`config.mk`:
```
export PLATFORM = sky130hd
export DESIGN_NAME = kline_diag_fault_reader_flat
export DESIGN_NICKNAME = d
export VERILOG_FILES = /design/src/rtl/kdiag_pkg.sv /design/src/rtl/kdiag_if.sv /design/src/rtl/kdiag_fsm.sv /design/src/rtl/kline_diag_fault_reader.sv /design/src/flat_wrapper.sv
export SDC_FILE = /design/constraint.sdc
export NUM_CORES = 1
export LEC_CHECK = 0
export BUFFER_PORTS_ARGS = -buffer_cell sky130_fd_sc_hd__buf_2
export CORE_MARGIN = 4
export CORE_UTILIZATION = 59
export CTS_BUF_LIST = sky130_fd_sc_hd__clkbuf_16
export DETAILED_ROUTE_END_ITERATION = 16
export GPL_ROUTABILITY_DRIVEN = 0
export HOLD_SLACK_MARGIN = 0.02
export PLACE_DENSITY = 0.9
export SKIP_LAST_GASP = 1
export SYNTH_ARGS = -nofsm -noshare
export SYNTH_HDL_FRONTEND = slang
export SYNTH_SLANG_ARGS = --single-unit
```
`constraint.sdc`:
```
create_clock -name clk -period 2.6 [get_ports clk]
set_input_delay 0.26 -clock clk [delete_from_list [all_inputs] [get_ports clk]]
set_output_delay 0.26 -clock clk [all_outputs]
set_load 0.01 [all_outputs]
```
`src/rtl/kdiag_pkg.sv`:
```
// Package for the diagnostic-link fault reader.
// Holds command codes, link constants, the phase encoding and the result record.
// No dependencies.
package kdiag_pkg;

  // Commands carried with each request.
  localparam logic [1:0] CMD_RX_BYTE    = 2'd0;
  localparam logic [1:0] CMD_SYNC       = 2'd1;
  localparam logic [1:0] CMD_FAULT_READ = 2'd2;
  localparam logic [1:0] CMD_UNUSED     = 2'd3;

  // Outcome codes reported when an operation finishes.
  localparam logic [1:0] OUT_FAULTS     = 2'd0;
  localparam logic [1:0] OUT_NO_FAULTS  = 2'd1;
  localparam logic [1:0] OUT_SYNC_OK    = 2'd2;
  localparam logic [1:0] OUT_SYNC_FAIL  = 2'd3;

  // Bytes seen on the line.
  localparam logic [7:0] SYNC_BYTE      = 8'h55;
  localparam logic [7:0] KEY_LOW        = 8'h01;
  localparam logic [7:0] KEY_HIGH       = 8'h8A;
  localparam logic [7:0] TITLE_READ     = 8'h07;
  localparam logic [7:0] TITLE_ACK      = 8'h09;
  localparam logic [7:0] BLOCK_END      = 8'h03;
  localparam logic [7:0] TITLE_FAULTS   = 8'hFC;
  localparam logic [15:0] NO_FAULT_CODE = 16'hFFFF;
  localparam logic [7:0] NO_FAULT_STAT  = 8'h88;
  localparam logic [7:0] BYTE_ONES      = 8'hFF;

  // Protocol phase. The request and acknowledge block sequences each take seven steps.
  typedef enum logic [4:0] {
    PH_IDLE     = 5'd0,
    PH_SYNC0    = 5'd1,
    PH_SYNC1    = 5'd2,
    PH_SYNC2    = 5'd3,
    PH_SYNCE    = 5'd4,
    PH_REQ0     = 5'd5,
    PH_REQ1     = 5'd6,
    PH_REQ2     = 5'd7,
    PH_REQ3     = 5'd8,
    PH_REQ4     = 5'd9,
    PH_REQ5     = 5'd10,
    PH_REQ6     = 5'd11,
    PH_ACK0     = 5'd12,
    PH_ACK1     = 5'd13,
    PH_ACK2     = 5'd14,
    PH_ACK3     = 5'd15,
    PH_ACK4     = 5'd16,
    PH_ACK5     = 5'd17,
    PH_ACK6     = 5'd18,
    PH_HLEN     = 5'd19,
    PH_HLENE    = 5'd20,
    PH_HCNT     = 5'd21,
    PH_HCNTE    = 5'd22,
    PH_HTTL     = 5'd23,
    PH_HTTLE_FC = 5'd24,
    PH_HTTLE_OT = 5'd25,
    PH_DATA     = 5'd26,
    PH_DATAE    = 5'd27,
    PH_BEND     = 5'd28,
    PH_OEND     = 5'd29
  } phase_t;

  // One result item.
  typedef struct packed {
    logic        tx_valid;
    logic [7:0]  tx_byte;
    logic        dtc_valid;
    logic [15:0] dtc_code;
    logic [7:0]  dtc_status;
    logic        done_res;
    logic [1:0]  outcome;
  } result_t;

endpackage

```
`src/rtl/kdiag_if.sv`:
```
// Handshake channels of the fault reader: request input and result output.
// Depends on kdiag_pkg for nothing but is compiled after it.
interface kdiag_in_if;
  logic       valid;
  logic       ready;
  logic [1:0] command;
  logic [7:0] rx_byte;

  modport source (output valid, output command, output rx_byte, input ready);
  modport sink   (input valid, input command, input rx_byte, output ready);
endinterface

interface kdiag_out_if;
  logic        valid;
  logic        ready;
  logic        tx_valid;
  logic [7:0]  tx_byte;
  logic        dtc_valid;
  logic [15:0] dtc_code;
  logic [7:0]  dtc_status;
  logic        done_res;
  logic [1:0]  outcome;

  modport source (output valid, output tx_valid, output tx_byte, output dtc_valid,
                  output dtc_code, output dtc_status, output done_res, output outcome,
                  input ready);
  modport sink   (input valid, input tx_valid, input tx_byte, input dtc_valid,
                  input dtc_code, input dtc_status, input done_res, input outcome,
                  output ready);
endinterface

```
`src/rtl/kdiag_fsm.sv`:
```
// Protocol state machine of the fault reader: phase, block bookkeeping and result logic.
// Depends on kdiag_pkg.
module kdiag_fsm (
  input  logic             clk,
  input  logic             rst_n,
  input  logic             step_en,
  input  logic [1:0]       cmd,
  input  logic [7:0]       rx_byte,
  output kdiag_pkg::result_t res
);
  import kdiag_pkg::*;

  phase_t      phase_r, phase_nxt;
  logic [7:0]  block_counter_r, block_counter_nxt;
  logic [7:0]  block_length_r, block_length_nxt;
  logic [7:0]  byte_index_r, byte_index_nxt;
  logic [1:0]  triplet_pos_r, triplet_pos_nxt;
  logic [7:0]  code_high_r, code_high_nxt;
  logic [7:0]  code_low_r, code_low_nxt;
  logic        first_triplet_r, first_triplet_nxt;
  logic        faults_found_r, faults_found_nxt;
  logic        sync_mismatch_r, sync_mismatch_nxt;

  logic [7:0]  counter_inc;
  logic [7:0]  rx_compl;
  logic        short_block;
  logic        block_done;
  logic        sync2_bad;
  logic        no_fault_mark;

  assign counter_inc   = block_counter_r + 8'd1;
  assign rx_compl      = BYTE_ONES - rx_byte;
  // A block shorter than four bytes carries no triplet.
  assign short_block   = (block_length_r < 8'd4);
  // Data ends once the index is on a triplet boundary within three of the length.
  assign block_done    = (triplet_pos_r == 2'd0) &&
                         (({1'b0, byte_index_r} + 9'd3) >= {1'b0, block_length_r});
  assign sync2_bad     = sync_mismatch_r || (rx_byte != KEY_HIGH);
  assign no_fault_mark = first_triplet_r && ({code_high_r, code_low_r} == NO_FAULT_CODE) &&
                         (rx_byte == NO_FAULT_STAT);

  // Next phase.
  always_comb begin
    phase_nxt = phase_r;
    case (cmd)
      CMD_SYNC:       phase_nxt = PH_SYNC0;
      CMD_FAULT_READ: phase_nxt = PH_REQ0;
      CMD_UNUSED:     phase_nxt = phase_r;
      default: begin
        case (phase_r)
          PH_IDLE:     phase_nxt = PH_IDLE;
          PH_SYNC0:    phase_nxt = PH_SYNC1;
          PH_SYNC1:    phase_nxt = PH_SYNC2;
          PH_SYNC2:    phase_nxt = sync2_bad ? PH_IDLE : PH_SYNCE;
          PH_SYNCE:    phase_nxt = PH_IDLE;
          PH_REQ0:     phase_nxt = PH_REQ1;
          PH_REQ1:     phase_nxt = PH_REQ2;
          PH_REQ2:     phase_nxt = PH_REQ3;
          PH_REQ3:     phase_nxt = PH_REQ4;
          PH_REQ4:     phase_nxt = PH_REQ5;
          PH_REQ5:     phase_nxt = PH_REQ6;
          PH_REQ6:     phase_nxt = PH_HLEN;
          PH_ACK0:     phase_nxt = PH_ACK1;
          PH_ACK1:     phase_nxt = PH_ACK2;
          PH_ACK2:     phase_nxt = PH_ACK3;
          PH_ACK3:     phase_nxt = PH_ACK4;
          PH_ACK4:     phase_nxt = PH_ACK5;
          PH_ACK5:     phase_nxt = PH_ACK6;
          PH_ACK6:     phase_nxt = PH_HLEN;
          PH_HLEN:     phase_nxt = PH_HLENE;
          PH_HLENE:    phase_nxt = PH_HCNT;
          PH_HCNT:     phase_nxt = PH_HCNTE;
          PH_HCNTE:    phase_nxt = PH_HTTL;
          PH_HTTL:     phase_nxt = (rx_byte == TITLE_FAULTS) ? PH_HTTLE_FC : PH_HTTLE_OT;
          PH_HTTLE_FC: phase_nxt = short_block ? PH_BEND : PH_DATA;
          PH_DATA:     phase_nxt = PH_DATAE;
          PH_DATAE:    phase_nxt = block_done ? PH_BEND : PH_DATA;
          PH_BEND:     phase_nxt = PH_ACK0;
          PH_HTTLE_OT: phase_nxt = PH_OEND;
          PH_OEND:     phase_nxt = PH_IDLE;
          default:     phase_nxt = PH_IDLE;
        endcase
      end
    endcase
  end

  // Block bookkeeping registers.
  always_comb begin
    block_counter_nxt = block_counter_r;
    block_length_nxt  = block_length_r;
    byte_index_nxt    = byte_index_r;
    triplet_pos_nxt   = triplet_pos_r;
    code_high_nxt     = code_high_r;
    code_low_nxt      = code_low_r;
    first_triplet_nxt = first_triplet_r;
    faults_found_nxt  = faults_found_r;
    sync_mismatch_nxt = sync_mismatch_r;
    case (cmd)
      CMD_SYNC: sync_mismatch_nxt = 1'b0;
      CMD_FAULT_READ: begin
        faults_found_nxt  = 1'b1;
        first_triplet_nxt = 1'b1;
      end
      CMD_UNUSED: begin
        sync_mismatch_nxt = sync_mismatch_r;
      end
      default: begin
        case (phase_r)
          PH_SYNC0: sync_mismatch_nxt = (rx_byte != SYNC_BYTE);
          PH_SYNC1: sync_mismatch_nxt = sync_mismatch_r || (rx_byte != KEY_LOW);
          PH_SYNC2: sync_mismatch_nxt = sync2_bad;
          PH_REQ1, PH_ACK1: block_counter_nxt = counter_inc;
          PH_HLEN:  block_length_nxt = rx_byte;
          PH_HCNT:  block_counter_nxt = rx_byte;
          PH_HTTLE_FC: begin
            byte_index_nxt    = 8'd0;
            triplet_pos_nxt   = 2'd0;
            first_triplet_nxt = 1'b1;
          end
          PH_DATA: begin
            byte_index_nxt  = byte_index_r + 8'd1;
            triplet_pos_nxt = (triplet_pos_r == 2'd2) ? 2'd0 : triplet_pos_r + 2'd1;
            case (triplet_pos_r)
              2'd0: code_high_nxt = rx_byte;
              2'd1: code_low_nxt  = rx_byte;
              default: begin
                if (no_fault_mark) begin
                  faults_found_nxt = 1'b0;
                end
                first_triplet_nxt = 1'b0;
              end
            endcase
          end
          default: begin
            block_counter_nxt = block_counter_r;
          end
        endcase
      end
    endcase
  end

  // Result for the current request.
  always_comb begin
    res = '0;
    case (cmd)
      CMD_FAULT_READ: begin
        res.tx_valid = 1'b1;
        res.tx_byte  = BLOCK_END;
      end
      CMD_RX_BYTE: begin
        case (phase_r)
          PH_SYNC2: begin
            if (sync2_bad) begin
              res.done_res = 1'b1;
              res.outcome  = OUT_SYNC_FAIL;
            end else begin
              res.tx_valid = 1'b1;
              res.tx_byte  = rx_compl;
            end
          end
          PH_SYNCE: begin
            res.done_res = 1'b1;
            res.outcome  = OUT_SYNC_OK;
          end
          PH_REQ1, PH_ACK1: begin
            res.tx_valid = 1'b1;
            res.tx_byte  = counter_inc;
          end
          PH_REQ3: begin
            res.tx_valid = 1'b1;
            res.tx_byte  = TITLE_READ;
          end
          PH_ACK3: begin
            res.tx_valid = 1'b1;
            res.tx_byte  = TITLE_ACK;
          end
          PH_REQ5, PH_ACK5, PH_BEND: begin
            res.tx_valid = 1'b1;
            res.tx_byte  = BLOCK_END;
          end
          PH_HLEN, PH_HCNT, PH_HTTL: begin
            res.tx_valid = 1'b1;
            res.tx_byte  = rx_compl;
          end
          PH_DATA: begin
            res.tx_valid = 1'b1;
            res.tx_byte  = rx_compl;
            if ((triplet_pos_r == 2'd2) && !no_fault_mark) begin
              res.dtc_valid  = 1'b1;
              res.dtc_code   = {code_high_r, code_low_r};
              res.dtc_status = rx_byte;
            end
          end
          PH_OEND: begin
            res.done_res = 1'b1;
            res.outcome  = faults_found_r ? OUT_FAULTS : OUT_NO_FAULTS;
          end
          default: begin
            res = '0;
          end
        endcase
      end
      default: begin
        res = '0;
      end
    endcase
  end

  // State registers advance once per processed request.
  always_ff @(posedge clk) begin
    if (!rst_n) begin
      phase_r         <= PH_IDLE;
      block_counter_r <= 8'd0;
      block_length_r  <= 8'd0;
      byte_index_r    <= 8'd0;
      triplet_pos_r   <= 2'd0;
      code_high_r     <= 8'd0;
      code_low_r      <= 8'd0;
      first_triplet_r <= 1'b1;
      faults_found_r  <= 1'b1;
      sync_mismatch_r <= 1'b0;
    end else if (step_en) begin
      phase_r         <= phase_nxt;
      block_counter_r <= block_counter_nxt;
      block_length_r  <= block_length_nxt;
      byte_index_r    <= byte_index_nxt;
      triplet_pos_r   <= triplet_pos_nxt;
      code_high_r     <= code_high_nxt;
      code_low_r      <= code_low_nxt;
      first_triplet_r <= first_triplet_nxt;
      faults_found_r  <= faults_found_nxt;
      sync_mismatch_r <= sync_mismatch_nxt;
    end
  end

  // A start of a sync check always lands in the first sync phase.
  a_sync_start: assert property (@(posedge clk) disable iff (!rst_n)
    step_en && (cmd == CMD_SYNC) |=> (phase_r == PH_SYNC0))
    else $error("sync start did not enter first sync phase");

  // A finished operation leaves the machine idle.
  a_done_idle: assert property (@(posedge clk) disable iff (!rst_n)
    step_en && res.done_res |=> (phase_r == PH_IDLE))
    else $error("machine not idle after reporting done");

  // A fault read restarts the fault flags.
  a_read_flags: assert property (@(posedge clk) disable iff (!rst_n)
    step_en && (cmd == CMD_FAULT_READ) |=> faults_found_r && first_triplet_r)
    else $error("fault read did not reset fault flags");

  // Every reported triplet also acknowledges its status byte.
  a_dtc_tx: assert property (@(posedge clk) disable iff (!rst_n)
    res.dtc_valid |-> res.tx_valid && (phase_r == PH_DATA))
    else $error("fault triplet reported outside data phase");

endmodule

```
`src/rtl/kline_diag_fault_reader.sv`:
```
// Tester side of a single-wire diagnostic link: sync check and fault-memory read.
// Depends on kdiag_pkg, kdiag_if and kdiag_fsm.
//
// Each request (a start command or one received line byte) gives exactly one result, empty
// or carrying a byte to send, a fault triplet and/or a finished flag with its outcome.
// The block takes one request per clock cycle when not stalled: a request is held in
// the input register, the protocol state machine updates on it, and its result is
// written into the output register once that register is empty or being read.
// Both registers hold under back-pressure, so throughput is one request per cycle
// whenever the result side is ready.
module kline_diag_fault_reader (
  input  logic        clk,
  input  logic        rst_n,
  kdiag_in_if.sink    in_ch,
  kdiag_out_if.source out_ch
);
  import kdiag_pkg::*;

  logic       in_v_r;
  logic [1:0] cmd_r;
  logic [7:0] byte_r;
  logic       out_v_r;
  result_t    res_r;
  result_t    res;
  logic       step_en;

  // Process the held request once the output register can take its result.
  assign step_en     = in_v_r && (!out_v_r || out_ch.ready);
  assign in_ch.ready = !in_v_r || step_en;

  kdiag_fsm u_fsm (
    .clk     (clk),
    .rst_n   (rst_n),
    .step_en (step_en),
    .cmd     (cmd_r),
    .rx_byte (byte_r),
    .res     (res)
  );

  // Input register valid.
  always_ff @(posedge clk) begin
    if (!rst_n) begin
      in_v_r <= 1'b0;
    end else if (in_ch.ready) begin
      in_v_r <= in_ch.valid;
    end
  end

  // Input register payload.
  always_ff @(posedge clk) begin
    if (in_ch.valid && in_ch.ready) begin
      cmd_r  <= in_ch.command;
      byte_r <= in_ch.rx_byte;
    end
  end

  // Output register valid.
  always_ff @(posedge clk) begin
    if (!rst_n) begin
      out_v_r <= 1'b0;
    end else if (step_en) begin
      out_v_r <= 1'b1;
    end else if (out_ch.ready) begin
      out_v_r <= 1'b0;
    end
  end

  // Output register payload.
  always_ff @(posedge clk) begin
    if (step_en) begin
      res_r <= res;
    end
  end

  assign out_ch.valid      = out_v_r;
  assign out_ch.tx_valid   = res_r.tx_valid;
  assign out_ch.tx_byte    = res_r.tx_byte;
  assign out_ch.dtc_valid  = res_r.dtc_valid;
  assign out_ch.dtc_code   = res_r.dtc_code;
  assign out_ch.dtc_status = res_r.dtc_status;
  assign out_ch.done_res   = res_r.done_res;
  assign out_ch.outcome    = res_r.outcome;

endmodule
```
`src/flat_wrapper.sv`:
```
// flat-port wrapper written by rule: the top's interface ports become plain ports
module kline_diag_fault_reader_flat import kdiag_pkg::*;
  (clk, rst_n, in_ch_valid, in_ch_command, in_ch_rx_byte, in_ch_ready, out_ch_valid, out_ch_tx_valid, out_ch_tx_byte, out_ch_dtc_valid, out_ch_dtc_code, out_ch_dtc_status, out_ch_done_res, out_ch_outcome, out_ch_ready);
  kdiag_in_if in_ch_i ();
  kdiag_out_if out_ch_i ();
  input  logic clk;
  input  logic rst_n;
  input wire logic [$bits(in_ch_i.valid)-1:0] in_ch_valid;
  input wire logic [$bits(in_ch_i.command)-1:0] in_ch_command;
  input wire logic [$bits(in_ch_i.rx_byte)-1:0] in_ch_rx_byte;
  output wire logic [$bits(in_ch_i.ready)-1:0] in_ch_ready;
  output wire logic [$bits(out_ch_i.valid)-1:0] out_ch_valid;
  output wire logic [$bits(out_ch_i.tx_valid)-1:0] out_ch_tx_valid;
  output wire logic [$bits(out_ch_i.tx_byte)-1:0] out_ch_tx_byte;
  output wire logic [$bits(out_ch_i.dtc_valid)-1:0] out_ch_dtc_valid;
  output wire logic [$bits(out_ch_i.dtc_code)-1:0] out_ch_dtc_code;
  output wire logic [$bits(out_ch_i.dtc_status)-1:0] out_ch_dtc_status;
  output wire logic [$bits(out_ch_i.done_res)-1:0] out_ch_done_res;
  output wire logic [$bits(out_ch_i.outcome)-1:0] out_ch_outcome;
  input wire logic [$bits(out_ch_i.ready)-1:0] out_ch_ready;
  assign in_ch_i.valid = in_ch_valid;
  assign in_ch_i.command = in_ch_command;
  assign in_ch_i.rx_byte = in_ch_rx_byte;
  assign in_ch_ready = in_ch_i.ready;
  assign out_ch_valid = out_ch_i.valid;
  assign out_ch_tx_valid = out_ch_i.tx_valid;
  assign out_ch_tx_byte = out_ch_i.tx_byte;
  assign out_ch_dtc_valid = out_ch_i.dtc_valid;
  assign out_ch_dtc_code = out_ch_i.dtc_code;
  assign out_ch_dtc_status = out_ch_i.dtc_status;
  assign out_ch_done_res = out_ch_i.done_res;
  assign out_ch_outcome = out_ch_i.outcome;
  assign out_ch_i.ready = out_ch_ready;
  kline_diag_fault_reader u_core (.clk(clk), .rst_n(rst_n), .in_ch(in_ch_i), .out_ch(out_ch_i));
endmodule
```
==> results.toml <==
[pwr]
p_per_area_nw_per_um2 = 570
p_clk_share_pct = 45.0
power_switching_share_pct = 21.7
ir_worst_vdd_v = 0.000473
share_comb_of_total_power_pct = 5.2
intPower_mw = 2.69
power.leakage_nw = 2.09
power.switching_uw = 746
power_mw = 3.43
p_seq_share_pct = 49.7

[clock_tree]
root_buffer = "clkbuf_16"
cts_setup_buffers = 0
clock_path_buffers = 2
cts_buffers = 9
clk_pin_slew_ns = 0.07
cts_tree = "done"
htree_levels = 3
clock_latency_ns = 0.35
clock-sinks = 99

[hold_path]
min_delay_path_depth = 1
hold_path.startpoint = "in_ch_rx_byte[1]"
min-delay-path-class = "input pin to flip-flop"
worst_hold_path.endpoint = "u_core.byte_r[1]"

[setup_path]
endpoint_kind = "flip-flop"
critPathLaunchType = "flip-flop"
r2r-end = "u_core.u_fsm.phase_r[1]"
rr_startpoint = "u_core.u_fsm.byte_index_r[1]"
critical_path_class = "flip-flop to flip-flop"
worstRegToRegCells = 10
cp.arrival_ns = 2.68
critPathRequiredTime_ns = 2.89
rrSetupSlack_ns = 0.21
critPathMaxFanout = 6

[grt]
antenna_found_initial = 0
grt_pass1_vias = 4192
grt-ovfl-total = 0
grt_usage_pct = 24.9
grt_max_degree = 38
grt_pass1_wl_um = 20300

[synth]
synthFlopType = "dfxtp_1"
synthMuxAreaShare_pct = 4.93
synth.most_common_cell = "nor2_1"
yosys_register_bits = 99
synth_top_area_cell = "edfxtp_1"
yosys_warnings = 0
synth-compound-area-share_pct = 13.8
synth_top_family_by_area = "simple AND/OR/NAND/NOR gates"
async_reset_ff_share_pct = 0
synth.top_cells.by_count = "57 x nor2_1, 52 x dfxtp_1, 47 x edfxtp_1"
synth.yosys.seq_area_share_pct = 46.2
synth_cell_type_count = 82
yosys.area_share.simple_pct = 23.7
synth_edf_count = 47
avgSynthCellArea_um2 = 10.1
synthCells = 527
synth-adder-area-share_pct = 3.77
synth-xor-area-share_pct = 2.80
synth_nets = 557
synth_top_area_share_pct = 26.6
syn-cell-area_um2 = 5310
synth_area_leaders = "edfxtp_1 27%, dfxtp_1 20%, mux2i_1 4.7%"

[sta]
fmax_ghz = 0.418
worst_pin_slew_ns = 0.799
period_needed_ns = 2.39
rsz0062_at_grt = "no"
setup_tns_ns = 0
finalWorstSetupSlack_ns = 0.210
clock_skew_ns = 0.0127
min_period_over_period_pct = 91.9
slew_violations = 0
hold_viol = 0
finalSetupViolations = 0
slew_headroom_pct = 46.7

[placed_design]
place_inst = 675
dp_hpwl_um = 8470
place.port_buffers = 52
preCtsSetupSlack_ns = 0.0910

[floorplanning]
die_w_um = 103
pin_count = 53
die_y_um = 103
rows = 34
start_util_pct = 60.9
dieArea_um2 = 10600
core_area_um2 = 8720

[status]
status = "finished, final reports clean"

[final_layout]
syn_to_final_growth_pct = 13.4
stdcell_count = 691
n_antenna_cell = 0
final_nets = 608
layout-drive-gt1-share_pct = 19.0
fin_util_pct = 69.1

[route]
initialDrtViolationCount = 401
firstDrtPassIters = 5
drc = 0
ant_nets = 0
num_vias = 4209
via_per_inst = 6.09
postRouteWirelength_um = 12500
routedWlPerCell_um = 18.1

[run]
cap_violations = 0
worst max-delay path: stages (launching register included):
cell	delay [ns]
dfxtp_1	0.41
inv_1	0.07
ha_1	0.24
nor3_1	0.25
xor2_1	0.17
ha_1	0.26
a21oi_1	0.14
o22ai_1	0.10
a2111oi_2	0.39
a21o_1	0.17
a32o_1	0.13
layout make-up:
class                           instances  area, um^2
Multi-Input combinational cell        377        2610
Clock buffer                            9         225
Fill cell                             617        2700
Sequential cell                        99        2450
Timing Repair Buffer                   71         403
Inverter                               20        75.1
Clock inverter                          7         123
Tap cell                              108         135
logic make-up after synthesis:
kind of cell,Yosys count
fa+ha+maj,16
flops,99
xor+xnor,17
simple gates,215
mux,26
buf+inv,51
compound gates,103
power by group through the flow:
stage               sequential [mW]  combinational (mW)  clock (mW)
detailed placement             1.74               0.178           0
global route                   1.71               0.195        1.63
floorplan                      1.73               0.105           0
finish                         1.71               0.180        1.55
global placement               1.74               0.173           0
CTS                            1.71               0.180        1.55
sequential cells by signal, summed over array words and instances, names as in the netlist, 2 cells and up:
name and count:
u_core.byte_r 8, u_core.cmd_r 2, u_core.out_ch.dtc_code 16, u_core.out_ch.dtc_status 8, u_core.out_ch.outcome 2, u_core.out_ch.tx_byte 8, u_core.u_fsm.block_counter_r 8, u_core.u_fsm.block_length_r 8
u_core.u_fsm.byte_index_r 8, u_core.u_fsm.code_high_r 8, u_core.u_fsm.code_low_r 8, u_core.u_fsm.phase_r 5, u_core.u_fsm.triplet_pos_r 2
per-layer routing:
metal  vias to the layer above  global-route usage (%)  wire (um)
met5                         -                       0          0
met4                         0                    12.5        498
met3                        47                    5.21        737
met2                       169                    42.7       6180
met1                      1992                    29.6       5060
li1                       2001                       -          -
cells in the final DEF (no fill, tap or decap), drive strengths merged, types with 4 or more instances in the layout:
master  Yosys  layout
nand2b      6       6
nor3       15      15
buf        19      71
xor2        7       7
clkbuf     12       9
mux2i      25      25
nand3      13      13
nor4        4       4
o21ai      20      20
nor2b      19      19
nand4       8       8
inv        20      24
a21oi      26      26
and2       30      30
ha         16      16
o22a        6       6
o21a        4       4
nand2      29      29
nor4b       4       4
edfxtp     47      47
nor3b       5       5
xnor2      10      10
dfxtp      52      52
nor2       58      58
timing repair:
item,in CTS,in global routing
setup endpoints to repair,0,2
hold buffers,0,0
gates resized for setup,0,2
worst max-delay path by stage:
| stage | endpoint | slack (ns) | start | cells after the start |
|---|---|---|---|---|
| 3_5_place_dp | u_core.u_fsm.phase_r[1] | 0.09 | u_core.u_fsm.byte_index_r[1] | 10 |
| 4_1_cts | u_core.u_fsm.phase_r[1] | 0.04 | u_core.u_fsm.byte_index_r[1] | 10 |
| 6_report | u_core.u_fsm.phase_r[1] | 0.21 | u_core.u_fsm.byte_index_r[1] | 10 |
| 2_1_floorplan | u_core.u_fsm.phase_r[2] | 0.33 | u_core.u_fsm.byte_index_r[0] | 10 |
| 3_3_place_gp | u_core.u_fsm.phase_r[2] | 0.19 | u_core.u_fsm.byte_index_r[1] | 10 |
| 5_1_grt | u_core.u_fsm.phase_r[1] | 0.04 | u_core.u_fsm.byte_index_r[1] | 10 |
per-stage QoR:
stage,hold WS (ns),cell area [um^2]
detailed placement,0.438,5670
global placement,0.437,5670
CTS,0.0863,6020
global route,0.0813,6020
finish,0.0871,6020
floorplan,0.359,5310
Note: power is estimated with default switching activity, not from simulation.
